### config.mk
export PLATFORM = sky130hd
export DESIGN_NAME = motor_current_sense_average
export DESIGN_NICKNAME = d
export VERILOG_FILES = /design/src/sv/mcsa_pkg.sv /design/src/sv/motor_current_sense_average.sv /design/src/sv/mcsa_ram.sv /design/src/sv/mcsa_div.sv /design/src/sv/mcsa_datapath.sv /design/src/sv/mcsa_ctrl.sv
export VERILOG_INCLUDE_DIRS = /design/src /design/src/sv
export SDC_FILE = /design/constraint.sdc
export NUM_CORES = 2
export LEC_CHECK = 0
export BUFFER_PORTS_ARGS = -buffer_cell sky130_fd_sc_hd__buf_2
export CORE_ASPECT_RATIO = 0.75
export CORE_MARGIN = 2
export CORE_UTILIZATION = 50
export CTS_BUF_LIST = sky130_fd_sc_hd__clkbuf_2
export CTS_CLUSTER_DIAMETER = 80
export DETAILED_ROUTE_END_ITERATION = 16
export GPL_TIMING_DRIVEN = 0
export HOLD_SLACK_MARGIN = 0.15
export PLACE_DENSITY = 0.68
export SETUP_SLACK_MARGIN = 0.02
export SLEW_MARGIN = 20
export SYNTH_ARGS = -nofsm -noshare
export SYNTH_HDL_FRONTEND = slang
export SYNTH_HIERARCHICAL = 1
export SYNTH_SLANG_ARGS = --single-unit
export TNS_END_PERCENT = 20
### constraint.sdc
create_clock -name clk_i -period 6.85 [get_ports clk_i]
set_input_delay 1.37 -clock clk_i [delete_from_list [all_inputs] [get_ports clk_i]]
set_output_delay 1.37 -clock clk_i [all_outputs]
set_load 0.02 [all_outputs]
### src/sv/motor_current_sense_average_defines.svh
// Assertion macros shared by the motor current sense average RTL
`ifndef MOTOR_CURRENT_SENSE_AVERAGE_DEFINES_SVH
`define MOTOR_CURRENT_SENSE_AVERAGE_DEFINES_SVH

// same-cycle implication, clocked on clk_i, off during reset
`define MCSA_ASSERT_SAME(lbl, ante, cons, msg) \
  lbl: assert property (@(posedge clk_i) disable iff (!rst_ni) (ante) |-> (cons)) \
    else $error(msg);

// next-cycle implication, clocked on clk_i, off during reset
`define MCSA_ASSERT_NEXT(lbl, ante, cons, msg) \
  lbl: assert property (@(posedge clk_i) disable iff (!rst_ni) (ante) |=> (cons)) \
    else $error(msg);

`endif

### src/sv/mcsa_pkg.sv
// Shared types and constants for the motor current sense average block
package mcsa_pkg;

  localparam int ADC_W       = 12;
  localparam int VREF_W      = 13;
  localparam int RATIO_W     = 16;
  localparam int RES_W       = 16;
  localparam int MA_W        = 29;
  localparam int P1_W        = ADC_W + VREF_W;
  localparam int NUM_W       = P1_W + RATIO_W;
  localparam int DEN_W       = ADC_W + RES_W;
  localparam int CNT_W       = $clog2(NUM_W + 1);
  localparam int IN_TDATA_W  = 16;
  localparam int OUT_TDATA_W = 48;
  localparam int CFG_IDX_W   = 2;
  localparam int CFG_DATA_W  = 16;

  localparam logic [CFG_IDX_W-1:0] CFG_VREF  = 2'd0;
  localparam logic [CFG_IDX_W-1:0] CFG_RATIO = 2'd1;
  localparam logic [CFG_IDX_W-1:0] CFG_RES   = 2'd2;

  localparam logic [VREF_W-1:0]  VREF_RST  = 13'd3300;
  localparam logic [RATIO_W-1:0] RATIO_RST = 16'd2340;
  localparam logic [RES_W-1:0]   RES_RST   = 16'd1500;

  typedef struct packed {
    logic load_sample;
    logic sum_update;
    logic avg_load;
    logic mul1;
    logic mul2;
    logic div_load_ma;
    logic out_load;
  } mcsa_cmd_t;

  typedef struct packed {
    logic div_busy;
    logic out_free;
  } mcsa_sts_t;

endpackage

### src/sv/motor_current_sense_average.sv
// Sequence from input accept to m_axis_tvalid: sum update, mean by reciprocal
// multiply, two multiplies, divider load, 41 divide steps and a done check, output load.
// Samples are taken one at a time, only in idle; the milliamp divider makes one bit per cycle.
// A result still waiting on m_axis_tready holds the next one at its output step.
// Reset: async active low; ring reads as zero until first wrap, registers at defaults.
module motor_current_sense_average #(
  parameter int WINDOW    = 64,
  parameter int SAT_LEVEL = 4000
) (
  input  logic                             clk_i,
  input  logic                             rst_ni,
  input  logic                             cfg_we_i,
  input  logic [mcsa_pkg::CFG_IDX_W-1:0]   cfg_idx_i,
  input  logic [mcsa_pkg::CFG_DATA_W-1:0]  cfg_data_i,
  input  logic                             s_axis_tvalid,
  output logic                             s_axis_tready,
  // [11:0] adc_sample, [15:12] zero
  input  logic [mcsa_pkg::IN_TDATA_W-1:0]  s_axis_tdata,
  output logic                             m_axis_tvalid,
  input  logic                             m_axis_tready,
  // [11:0] window_average, [40:12] current_milliamp, [47:41] zero
  output logic [mcsa_pkg::OUT_TDATA_W-1:0] m_axis_tdata,
  // [0] saturated
  output logic                             m_axis_tuser
);

  import mcsa_pkg::*;

  mcsa_cmd_t cmd;
  mcsa_sts_t sts;

  mcsa_ctrl u_ctrl (
    .clk_i        (clk_i),
    .rst_ni       (rst_ni),
    .s_axis_tvalid(s_axis_tvalid),
    .s_axis_tready(s_axis_tready),
    .sts_i        (sts),
    .cmd_o        (cmd)
  );

  mcsa_datapath #(
    .WINDOW   (WINDOW),
    .SAT_LEVEL(SAT_LEVEL)
  ) u_datapath (
    .clk_i        (clk_i),
    .rst_ni       (rst_ni),
    .cfg_we_i     (cfg_we_i),
    .cfg_idx_i    (cfg_idx_i),
    .cfg_data_i   (cfg_data_i),
    .s_axis_tdata (s_axis_tdata),
    .cmd_i        (cmd),
    .sts_o        (sts),
    .m_axis_tvalid(m_axis_tvalid),
    .m_axis_tready(m_axis_tready),
    .m_axis_tdata (m_axis_tdata),
    .m_axis_tuser (m_axis_tuser)
  );

endmodule

### src/sv/mcsa_ram.sv
// Generic single-port RAM with registered read
module mcsa_ram #(
  parameter int WIDTH = 12,
  parameter int DEPTH = 64
) (
  input  logic                     clk_i,
  input  logic                     we_i,
  input  logic [$clog2(DEPTH)-1:0] addr_i,
  input  logic [WIDTH-1:0]         wdata_i,
  output logic [WIDTH-1:0]         rdata_o
);

  logic [WIDTH-1:0] mem_q [DEPTH];
  logic [WIDTH-1:0] rdata_q;

  always_ff @(posedge clk_i) begin
    if (we_i) begin
      mem_q[addr_i] <= wdata_i;
    end
    rdata_q <= mem_q[addr_i];
  end

  assign rdata_o = rdata_q;

endmodule

### src/sv/mcsa_div.sv
// Iterative restoring divider, one quotient bit per cycle
`include "motor_current_sense_average_defines.svh"

module mcsa_div #(
  parameter int DIVIDEND_W = 41,
  parameter int DIVISOR_W  = 28,
  parameter int CNT_W      = 6
) (
  input  logic                  clk_i,
  input  logic                  rst_ni,
  input  logic                  start_i,
  input  logic [DIVIDEND_W-1:0] dividend_i,
  input  logic [DIVISOR_W-1:0]  divisor_i,
  input  logic [CNT_W-1:0]      steps_i,
  output logic                  busy_o,
  output logic [DIVIDEND_W-1:0] quotient_o
);

  logic [CNT_W-1:0]      cnt_q, cnt_d;
  logic [DIVIDEND_W-1:0] quo_q;
  logic [DIVISOR_W-1:0]  rem_q;
  logic [DIVISOR_W-1:0]  divisor_q;
  logic [DIVISOR_W:0]    shifted;
  logic [DIVISOR_W:0]    diff;
  logic                  ge;

  assign shifted = {rem_q, quo_q[DIVIDEND_W-1]};
  assign ge      = shifted >= {1'b0, divisor_q};
  assign diff    = shifted - {1'b0, divisor_q};

  always_comb begin
    cnt_d = cnt_q;
    if (start_i) begin
      cnt_d = steps_i;
    end else if (cnt_q != '0) begin
      cnt_d = cnt_q - CNT_W'(1);
    end
  end

  always_ff @(posedge clk_i or negedge rst_ni) begin
    if (!rst_ni) begin
      cnt_q <= '0;
    end else begin
      cnt_q <= cnt_d;
    end
  end

  always_ff @(posedge clk_i) begin
    if (start_i) begin
      quo_q     <= dividend_i;
      rem_q     <= '0;
      divisor_q <= divisor_i;
    end else if (cnt_q != '0) begin
      rem_q <= ge ? diff[DIVISOR_W-1:0] : shifted[DIVISOR_W-1:0];
      quo_q <= {quo_q[DIVIDEND_W-2:0], ge};
    end
  end

  assign busy_o     = cnt_q != '0;
  assign quotient_o = quo_q;

  `MCSA_ASSERT_NEXT(a_start_busy, start_i && (steps_i != '0), busy_o, "divider idle after start")

endmodule

### src/sv/mcsa_datapath.sv
// Datapath: sample ring, running sum, multipliers, divider and output register
`include "motor_current_sense_average_defines.svh"

module mcsa_datapath #(
  parameter int WINDOW    = 64,
  parameter int SAT_LEVEL = 4000
) (
  input  logic                                   clk_i,
  input  logic                                   rst_ni,
  input  logic                                   cfg_we_i,
  input  logic [mcsa_pkg::CFG_IDX_W-1:0]         cfg_idx_i,
  input  logic [mcsa_pkg::CFG_DATA_W-1:0]        cfg_data_i,
  input  logic [mcsa_pkg::IN_TDATA_W-1:0]        s_axis_tdata,
  input  mcsa_pkg::mcsa_cmd_t                    cmd_i,
  output mcsa_pkg::mcsa_sts_t                    sts_o,
  output logic                                   m_axis_tvalid,
  input  logic                                   m_axis_tready,
  output logic [mcsa_pkg::OUT_TDATA_W-1:0]       m_axis_tdata,
  output logic                                   m_axis_tuser
);

  import mcsa_pkg::*;

  localparam int AW       = $clog2(WINDOW);
  localparam int SUM_W    = $clog2(((1 << ADC_W) - 1) * WINDOW + 1);
  localparam int RECIP_SH = SUM_W + AW;
  localparam int RECIP_W  = SUM_W + 1;
  localparam int PROD_W   = SUM_W + RECIP_W;
  // ceil(2^RECIP_SH / WINDOW): exact floor mean over the whole sum range
  localparam longint unsigned RECIP =
    ((64'd1 << RECIP_SH) + 64'(WINDOW) - 64'd1) / 64'(WINDOW);

  logic [VREF_W-1:0]  vref_q;
  logic [RATIO_W-1:0] ratio_q;
  logic [RES_W-1:0]   res_q;

  logic [ADC_W-1:0] sample_q;
  logic [AW-1:0]    slot_q;
  logic             wrapped_q;
  logic [SUM_W-1:0] sum_q;
  logic [ADC_W-1:0] ram_rdata;
  logic [ADC_W-1:0] old_sample;

  logic [PROD_W-1:0] avg_prod;
  logic [ADC_W-1:0]  avg_q;
  logic [P1_W-1:0]   p1_q;
  logic [DEN_W-1:0]  den_q;
  logic [NUM_W-1:0]  num_q;

  logic             div_start;
  logic [NUM_W-1:0] div_dividend;
  logic [DEN_W-1:0] div_divisor;
  logic [CNT_W-1:0] div_steps;
  logic             div_busy;
  logic [NUM_W-1:0] div_quo;

  logic                   out_valid_q;
  logic [OUT_TDATA_W-1:0] out_data_q;
  logic                   out_user_q;

  always_ff @(posedge clk_i or negedge rst_ni) begin
    if (!rst_ni) begin
      vref_q  <= VREF_RST;
      ratio_q <= RATIO_RST;
      res_q   <= RES_RST;
    end else if (cfg_we_i) begin
      case (cfg_idx_i)
        CFG_VREF:  vref_q  <= cfg_data_i[VREF_W-1:0];
        CFG_RATIO: ratio_q <= cfg_data_i[RATIO_W-1:0];
        CFG_RES:   res_q   <= cfg_data_i[RES_W-1:0];
        default: ;
      endcase
    end
  end

  mcsa_ram #(
    .WIDTH(ADC_W),
    .DEPTH(WINDOW)
  ) u_ring (
    .clk_i  (clk_i),
    .we_i   (cmd_i.sum_update),
    .addr_i (slot_q),
    .wdata_i(sample_q),
    .rdata_o(ram_rdata)
  );

  // slots not yet written since reset read as zero
  assign old_sample = wrapped_q ? ram_rdata : '0;

  always_ff @(posedge clk_i or negedge rst_ni) begin
    if (!rst_ni) begin
      slot_q    <= '0;
      wrapped_q <= 1'b0;
      sum_q     <= '0;
    end else if (cmd_i.sum_update) begin
      sum_q <= sum_q - SUM_W'(old_sample) + SUM_W'(sample_q);
      if (slot_q == AW'(WINDOW - 1)) begin
        slot_q    <= '0;
        wrapped_q <= 1'b1;
      end else begin
        slot_q <= slot_q + AW'(1);
      end
    end
  end

  assign avg_prod = PROD_W'(sum_q) * PROD_W'(RECIP);

  always_ff @(posedge clk_i) begin
    if (cmd_i.load_sample) begin
      sample_q <= s_axis_tdata[ADC_W-1:0];
    end
    if (cmd_i.avg_load) begin
      avg_q <= avg_prod[RECIP_SH +: ADC_W];
    end
    if (cmd_i.mul1) begin
      p1_q  <= P1_W'(avg_q) * P1_W'(vref_q);
      den_q <= (DEN_W'(res_q) << ADC_W) - DEN_W'(res_q);
    end
    if (cmd_i.mul2) begin
      num_q <= NUM_W'(p1_q) * NUM_W'(ratio_q);
    end
  end

  assign div_start    = cmd_i.div_load_ma;
  assign div_dividend = num_q;
  assign div_divisor  = den_q;
  assign div_steps    = CNT_W'(NUM_W);

  mcsa_div #(
    .DIVIDEND_W(NUM_W),
    .DIVISOR_W (DEN_W),
    .CNT_W     (CNT_W)
  ) u_div (
    .clk_i     (clk_i),
    .rst_ni    (rst_ni),
    .start_i   (div_start),
    .dividend_i(div_dividend),
    .divisor_i (div_divisor),
    .steps_i   (div_steps),
    .busy_o    (div_busy),
    .quotient_o(div_quo)
  );

  always_ff @(posedge clk_i or negedge rst_ni) begin
    if (!rst_ni) begin
      out_valid_q <= 1'b0;
    end else if (cmd_i.out_load) begin
      out_valid_q <= 1'b1;
    end else if (m_axis_tready) begin
      out_valid_q <= 1'b0;
    end
  end

  always_ff @(posedge clk_i) begin
    if (cmd_i.out_load) begin
      out_data_q <= OUT_TDATA_W'({div_quo[MA_W-1:0], avg_q});
      out_user_q <= avg_q >= ADC_W'(SAT_LEVEL);
    end
  end

  assign sts_o.div_busy = div_busy;
  assign sts_o.out_free = !out_valid_q || m_axis_tready;

  assign m_axis_tvalid = out_valid_q;
  assign m_axis_tdata  = out_data_q;
  assign m_axis_tuser  = out_user_q;

  `MCSA_ASSERT_NEXT(a_out_load_valid, cmd_i.out_load, m_axis_tvalid, "result not presented")

endmodule

### src/sv/mcsa_ctrl.sv
// Controller state machine sequencing one sample through the datapath
`include "motor_current_sense_average_defines.svh"

module mcsa_ctrl (
  input  logic                clk_i,
  input  logic                rst_ni,
  input  logic                s_axis_tvalid,
  output logic                s_axis_tready,
  input  mcsa_pkg::mcsa_sts_t sts_i,
  output mcsa_pkg::mcsa_cmd_t cmd_o
);

  import mcsa_pkg::*;

  localparam logic [3:0] ST_IDLE   = 4'd0;
  localparam logic [3:0] ST_READ   = 4'd1;
  localparam logic [3:0] ST_AVG    = 4'd2;
  localparam logic [3:0] ST_MUL1   = 4'd3;
  localparam logic [3:0] ST_MUL2   = 4'd4;
  localparam logic [3:0] ST_LOAD_M = 4'd5;
  localparam logic [3:0] ST_DIV_M  = 4'd6;
  localparam logic [3:0] ST_OUT    = 4'd7;

  logic [3:0] state_q, state_d;
  logic       accept;

  assign s_axis_tready = state_q == ST_IDLE;
  assign accept        = s_axis_tvalid && s_axis_tready;

  always_comb begin
    state_d = state_q;
    cmd_o   = '0;
    case (state_q)
      ST_IDLE: begin
        if (accept) begin
          cmd_o.load_sample = 1'b1;
          state_d           = ST_READ;
        end
      end
      ST_READ: begin
        cmd_o.sum_update = 1'b1;
        state_d          = ST_AVG;
      end
      ST_AVG: begin
        cmd_o.avg_load = 1'b1;
        state_d        = ST_MUL1;
      end
      ST_MUL1: begin
        cmd_o.mul1 = 1'b1;
        state_d    = ST_MUL2;
      end
      ST_MUL2: begin
        cmd_o.mul2 = 1'b1;
        state_d    = ST_LOAD_M;
      end
      ST_LOAD_M: begin
        cmd_o.div_load_ma = 1'b1;
        state_d           = ST_DIV_M;
      end
      ST_DIV_M: begin
        if (!sts_i.div_busy) begin
          state_d = ST_OUT;
        end
      end
      ST_OUT: begin
        if (sts_i.out_free) begin
          cmd_o.out_load = 1'b1;
          state_d        = ST_IDLE;
        end
      end
      default: state_d = ST_IDLE;
    endcase
  end

  always_ff @(posedge clk_i or negedge rst_ni) begin
    if (!rst_ni) begin
      state_q <= ST_IDLE;
    end else begin
      state_q <= state_d;
    end
  end

  `MCSA_ASSERT_NEXT(a_accept_read, accept, state_q == ST_READ, "accept did not start a read")
  `MCSA_ASSERT_SAME(a_mul_div_idle, state_q == ST_MUL1, !sts_i.div_busy, "divider busy at multiply")

endmodule
* Word level (Yosys, flattened, before mapping)
Memory sizes are Yosys's and may differ from the RTL's. A register that Yosys moved wholly into a read port is not among the register bits.
Cells that the tools add are included.
** Cells by class
- Reductions and logical operators :: 13
- Order comparisons :: 2
- Mux-type cells :: 24
- Equal/unequal tests :: 13
- $add $sub $neg :: 6
- Multipliers :: 2
** Operators by type and width (number)
- 41-bit 2-to-1 mux :: 2
- 25-bit by 16-bit multiplier with 41-bit output :: 1
- 4-bit one-hot mux with 8 select lines :: 1
- 29-bit by 28-bit >= comparator with 1-bit output :: 1
- 28-bit 2-to-1 mux :: 1
- 28-bit by 16-bit subtractor with 28-bit output :: 1
- 28-bit subtractor :: 1
- 12-bit by 13-bit multiplier with 25-bit output :: 1
- 18-bit by 12-bit adder with 18-bit output :: 1
- 6-bit 2-to-1 mux :: 3
- 18-bit by 12-bit subtractor with 18-bit output :: 1
- 4-bit by 3-bit equality test with 1-bit output (second input constant) :: 4
- 1-bit 2-to-1 mux :: 13
- 12-bit >= comparator (second input constant) :: 1
- 12-bit 2-to-1 mux :: 1
- 4-bit 2-to-1 mux :: 3
- 4-bit by 2-bit equality test with 1-bit output (second input constant) :: 2
- 2-bit AND reduction :: 4
- 6-bit by 1-bit adder with 6-bit output (second input constant) :: 1
- 6-bit equality test (second input constant) :: 1
- 2-bit != test (second input constant) :: 3
- 6-bit nonzero test :: 1
- 6-bit by 1-bit subtractor with 6-bit output (second input constant) :: 1
- 4-bit by 1-bit equality test with 1-bit output (second input constant) :: 1
- 9 further kinds :: 10
** Storage, ports and cells
- Output and inout port bits :: 51
- Logic and storage cells :: 80
- Register bits :: 338
- Memories :: 1
- Memory bits (writable) :: 768
** Memories
- u_datapath.u_ring.mem_q :: depth 64, width 12, read ports 1, clocked after Yosys merged registers in 1, wr ports 1, RTL line mcsa_ram.sv:13 : logic [WIDTH-1:0] mem_q [DEPTH];

* Depth between registers and ports, before layout
- Depth after elaboration :: 5
- Depth in mapped cells :: 24
- Gate-level depth less buffers :: 22

* Modules after synthesis
Netlist, hierarchy kept.
** Modules (own cells, without submodules)
- mcsa_ram :: area each 30003.8 um2, times used 1, cells each 1747, seq. area each 23302.3 um2
- mcsa_datapath :: area each 27281.2 um2, times used 1, cells each 2729, seq. area each 6602.6 um2
- mcsa_div :: area each 6070.8 um2, times used 1, cells each 561, seq. area each 2782.7 um2
- mcsa_ctrl :: area each 230.2 um2, times used 1, cells each 25, seq. area each 75.1 um2

* Least setup slack after synthesis
OpenSTA, ideal clock, no wires.
- Kind :: flip-flop to flip-flop
- From :: register u_datapath.ratio_q[8]
- To :: register u_datapath.num_q[40], in the netlist u_datapath/div_dividend[40] (data pin)
- Arrival :: 6.149 ns
- Slack :: 0.441 ns
- Path buffers :: 2
- Library setup time :: 0.260 ns
- Cell stages (with the launch flop) :: 22
- Cell sequence :: dfstp_2 > clkbuf_1 > clkbuf_1 > nand2_1 > fa_1 > inv_1 > fa_1 > fa_1 > fa_1 > fa_1 > inv_1 > fa_1 > inv_1 > ha_1 > a21oi_1 > o211ai_1 > a221oi_1 > o21ai_0 > a211oi_1 > o21ai_1 > a31oi_1 > xnor2_1
** On the way
- Cells in the longest elaborated chain, start to end :: 1
** RTL lines
- start: declaration :: RTL line mcsa_datapath.sv:34 : logic [RATIO_W-1:0] ratio_q;
- start signal: assignment :: RTL line mcsa_datapath.sv:69 : CFG_RATIO: ratio_q <= cfg_data_i[RATIO_W-1:0];
- 25-bit by 16-bit multiplier with 41-bit output :: RTL line mcsa_datapath.sv:120 : num_q <= NUM_W'(p1_q) * NUM_W'(ratio_q);
- end signal: assignment :: RTL line mcsa_datapath.sv:120
- end: declaration :: RTL line mcsa_datapath.sv:48 : logic [NUM_W-1:0] num_q;
No other way between the ends.
A chain may end at the register's enable or synchronous reset.

* Worst setup path in the final report
- From :: register u_datapath.p1_q[9]
- To :: register u_datapath.num_q[37], in the netlist u_datapath/div_dividend[37] (data pin)
** On the way
- Cells in the longest elaborated chain, start to end :: 1
** RTL lines
- start: declaration :: RTL line mcsa_datapath.sv:46 : logic [P1_W-1:0] p1_q;
- start signal: assignment :: RTL line mcsa_datapath.sv:116 : p1_q <= P1_W'(avg_q) * P1_W'(vref_q);
- 25-bit by 16-bit multiplier with 41-bit output :: RTL line mcsa_datapath.sv:120
No other way between the ends.

==> metrics.cfg <==
[run_status]
status=completed

[setup_path]
reg2reg_from=u_datapath/p1_q[9]$_DFFE_PP_
critPathKind=reg2reg
crit_path_start=u_datapath/p1_q[9]$_DFFE_PP_
arrival_ps=8210
end_kind=register
path_max_fanout=10
start_kind=register
r2r_end=u_datapath/div_dividend[37]$_DFFE_PP_
rrSetupSlack_ps=50
rr_worst_depth=22
critPathRequiredTime_ps=8260

[floorplan]
ios=90
core_area_um2=126000
start_util=0.503
die_h_um=313
dieWidth_um=416
dieArea_um2=130000
num_rows=113

[yosys]
seq_area_frac_synth=0.515
post_synth.cell_area_avg_um2=12.6
yosys_warnings=6
synth_top_flop_cell=edfxtp_1
ys_top_cells_by_area=edfxtp_1, fa_1, ha_1, inv_1, nand2_1
yosys_register_bits=1117
synth_top_area_cell=edfxtp_1
synth.top_cell.area_share=0.471
yosys.cell_types.count=109
async_flop_share=0.0716
synth_edf_count=997
syn_inst=5062
synth_area_um2=63600

[timing]
hold_violations=0
min_period_over_period=0.993
clock_skew_ps=174
rsz0062_at_grt=yes
max_slew_margin=0.137
holdWs_ps=381
period_needed_ps=6800
finalMaxSlewViolations=0
setup_viol=0
fmax_mhz=147
tightest_slew_ps=1280

[placement]
dpl_cell_area_um2=67400
gp_congestion=1.05
dpl.hpwl_um=158000
io_buffers=78

[global_route]
grt_pass1_wl_um=308000
overflow=0
grt_use_total=0.333
antenna_found_initial=27
grt_max_degree=72
first_global_vias=43500

[routing]
wl_per_cell_um=29.2
drc=0
drtIter0Drc=6781
vias=45900
drt-total-wl_um=218000
dr.pass1.iters=11
ant_nets=0
vias_per_cell=6.15

[cts]
clk_pin_slew_worst_paths_ps=120
clock_sinks=1117
cts_buffers=290
cts_tree=done
clock_latency_ps=1660
cts.path.max_buffers=4
cts_htree_levels=5
cts-root-buf=clkbuf_2

[hold_path]
hp-class=reg2reg
min_to=u_datapath/u_div/divisor_q[4]$_DFFE_PP_
min_from=u_datapath/den_q[4]$_DFFE_PP_
whs_path_depth=0

[final_layout]
postLayoutCellArea_um2=71200
finalNetCount=6304
final_common_cell=edfxtp_1
layout-drive-gt1-share=0.198
area_growth_pct=11.9
mostFrequentLayoutCells=edfxtp_1, inv_1, nand2_1, fa_1, clkbuf_2

[job]
cap_viol_max_count=0

worst max path at each step:
stage / end / slack, ps / depth (start not counted)
final: u_datapath/div_dividend[37]$_DFFE_PP_ / 50 / 22
after global routing: u_datapath/div_dividend[37]$_DFFE_PP_ / -40 / 21
after CTS: u_datapath/div_dividend[37]$_DFFE_PP_ / 20 / 20
after detailed placement: u_datapath/div_dividend[39]$_DFFE_PP_ / -1930 / 21
after global placement: u_datapath/div_dividend[39]$_DFFE_PP_ / -1880 / 21
after floorplan: u_datapath/div_dividend[40]$_DFFE_PP_ / 440 / 21
per-stage QoR:
step                setup TNS, ps   util  worst slack (ps)  std cells
floorplan                       0      -               441       5073
global placement           -22310  0.523             -1880       6818
detailed placement         -22950  0.533             -1930       6886
CTS                             0  0.560              23.3       7437
global route                -38.0  0.563             -38.0       7456
finish                          0  0.563              51.2       7463
cell families (layout without fill, tap and decap cells):
logic type	Yosys count	after routing	synth area share
buffers and inverters	890	1599	0.0570
flip-flops	1117	1117	0.515
other	2	27	0.000118
AO/OA/AOI/OAI	851	851	0.0931
AND/OR/NAND/NOR	1216	1216	0.0957
XOR/XNOR	112	112	0.0154
adder cells (fa/ha/maj)	672	672	0.185
multiplexers	202	202	0.0388
area by class of cell:
type | count | area [µm²]
well taps | 1667 | 2090
plain buffers | 282 | 1540
multi-input cells | 3066 | 27800
diodes | 14 | 35.0
fillers | 10600 | 55200
flip-flops and latches | 1117 | 32800
inverters | 600 | 2250
clock buffers | 407 | 2040
clock inverters | 74 | 422
repair buffers | 236 | 2230
Yosys cell counts, types with 63 or more instances:
cell type and n:
a21oi_1 188, a221oi_1 91, a22oi_1 139, and2_1 240, buf_2 64, clkbuf_1 168
dfrtp_1 63, edfxtp_1 997, fa_1 443, ha_1 229, inv_1 599, mux2_2 125
nand2_1 477, nor2_1 197, o21ai_0 131, xnor2_1 71
worst max-delay path, cell delays in order (launching register included):
cell and delay [ps]:
edfxtp_1 490, clkbuf_2 380, nand2_1 130, fa_1 550
inv_1 60, fa_1 530, inv_1 60, fa_1 500
inv_1 50, fa_1 460, fa_1 540, inv_1 50
fa_1 520, inv_1 60, ha_4 340, nand4_1 170
or3_4 410, nor3_4 290, o21ai_2 70, buf_4 180
a21oi_4 200, nor4b_1 90, a311oi_2 460
what timing repair did:
item                                    CTS  global route
pin swaps                                11            10
endpoints found under the hold margin   140             0
hold buffers                             37             0
buffers inserted                         39            14
endpoints found under the setup margin   27            14
resized for setup                       118            75
gates cloned                              0             0
state kept, by name, indices dropped and copies added (netlist names), 3 cells and up:
register and cells:
u_datapath/avg_q 12, u_datapath/slot_q 6, u_datapath/res_q 16, u_ctrl/state_q 3, u_datapath/ratio_q 16, u_datapath/u_ring/rdata_o 12
u_datapath/sample_q 12, u_datapath/div_dividend 41, u_datapath/sum_q 18, u_datapath/m_axis_tdata 41, u_datapath/u_ring/mem_q 768, u_datapath/den_q 28
u_datapath/p1_q 25, u_datapath/u_div/divisor_q 28, u_datapath/u_div/rem_q 28, u_datapath/u_div/quotient_o 41, u_datapath/vref_q 13, u_datapath/u_div/cnt_q 6
metal layers:
layer	part of all wire	routed length, µm	vias to the layer above	track usage
li1	-	-	19000	-
met1	0.42	90900	23000	0.504
met2	0.37	81500	3410	0.415
met3	0.17	37700	497	0.152
met4	0.035	7530	18	0.116
met5	0.00056	123	-	0
Power is left out: the tool's default activity adds up to more than one toggle a clock period on the data nets, which glitch-free logic cannot reach.
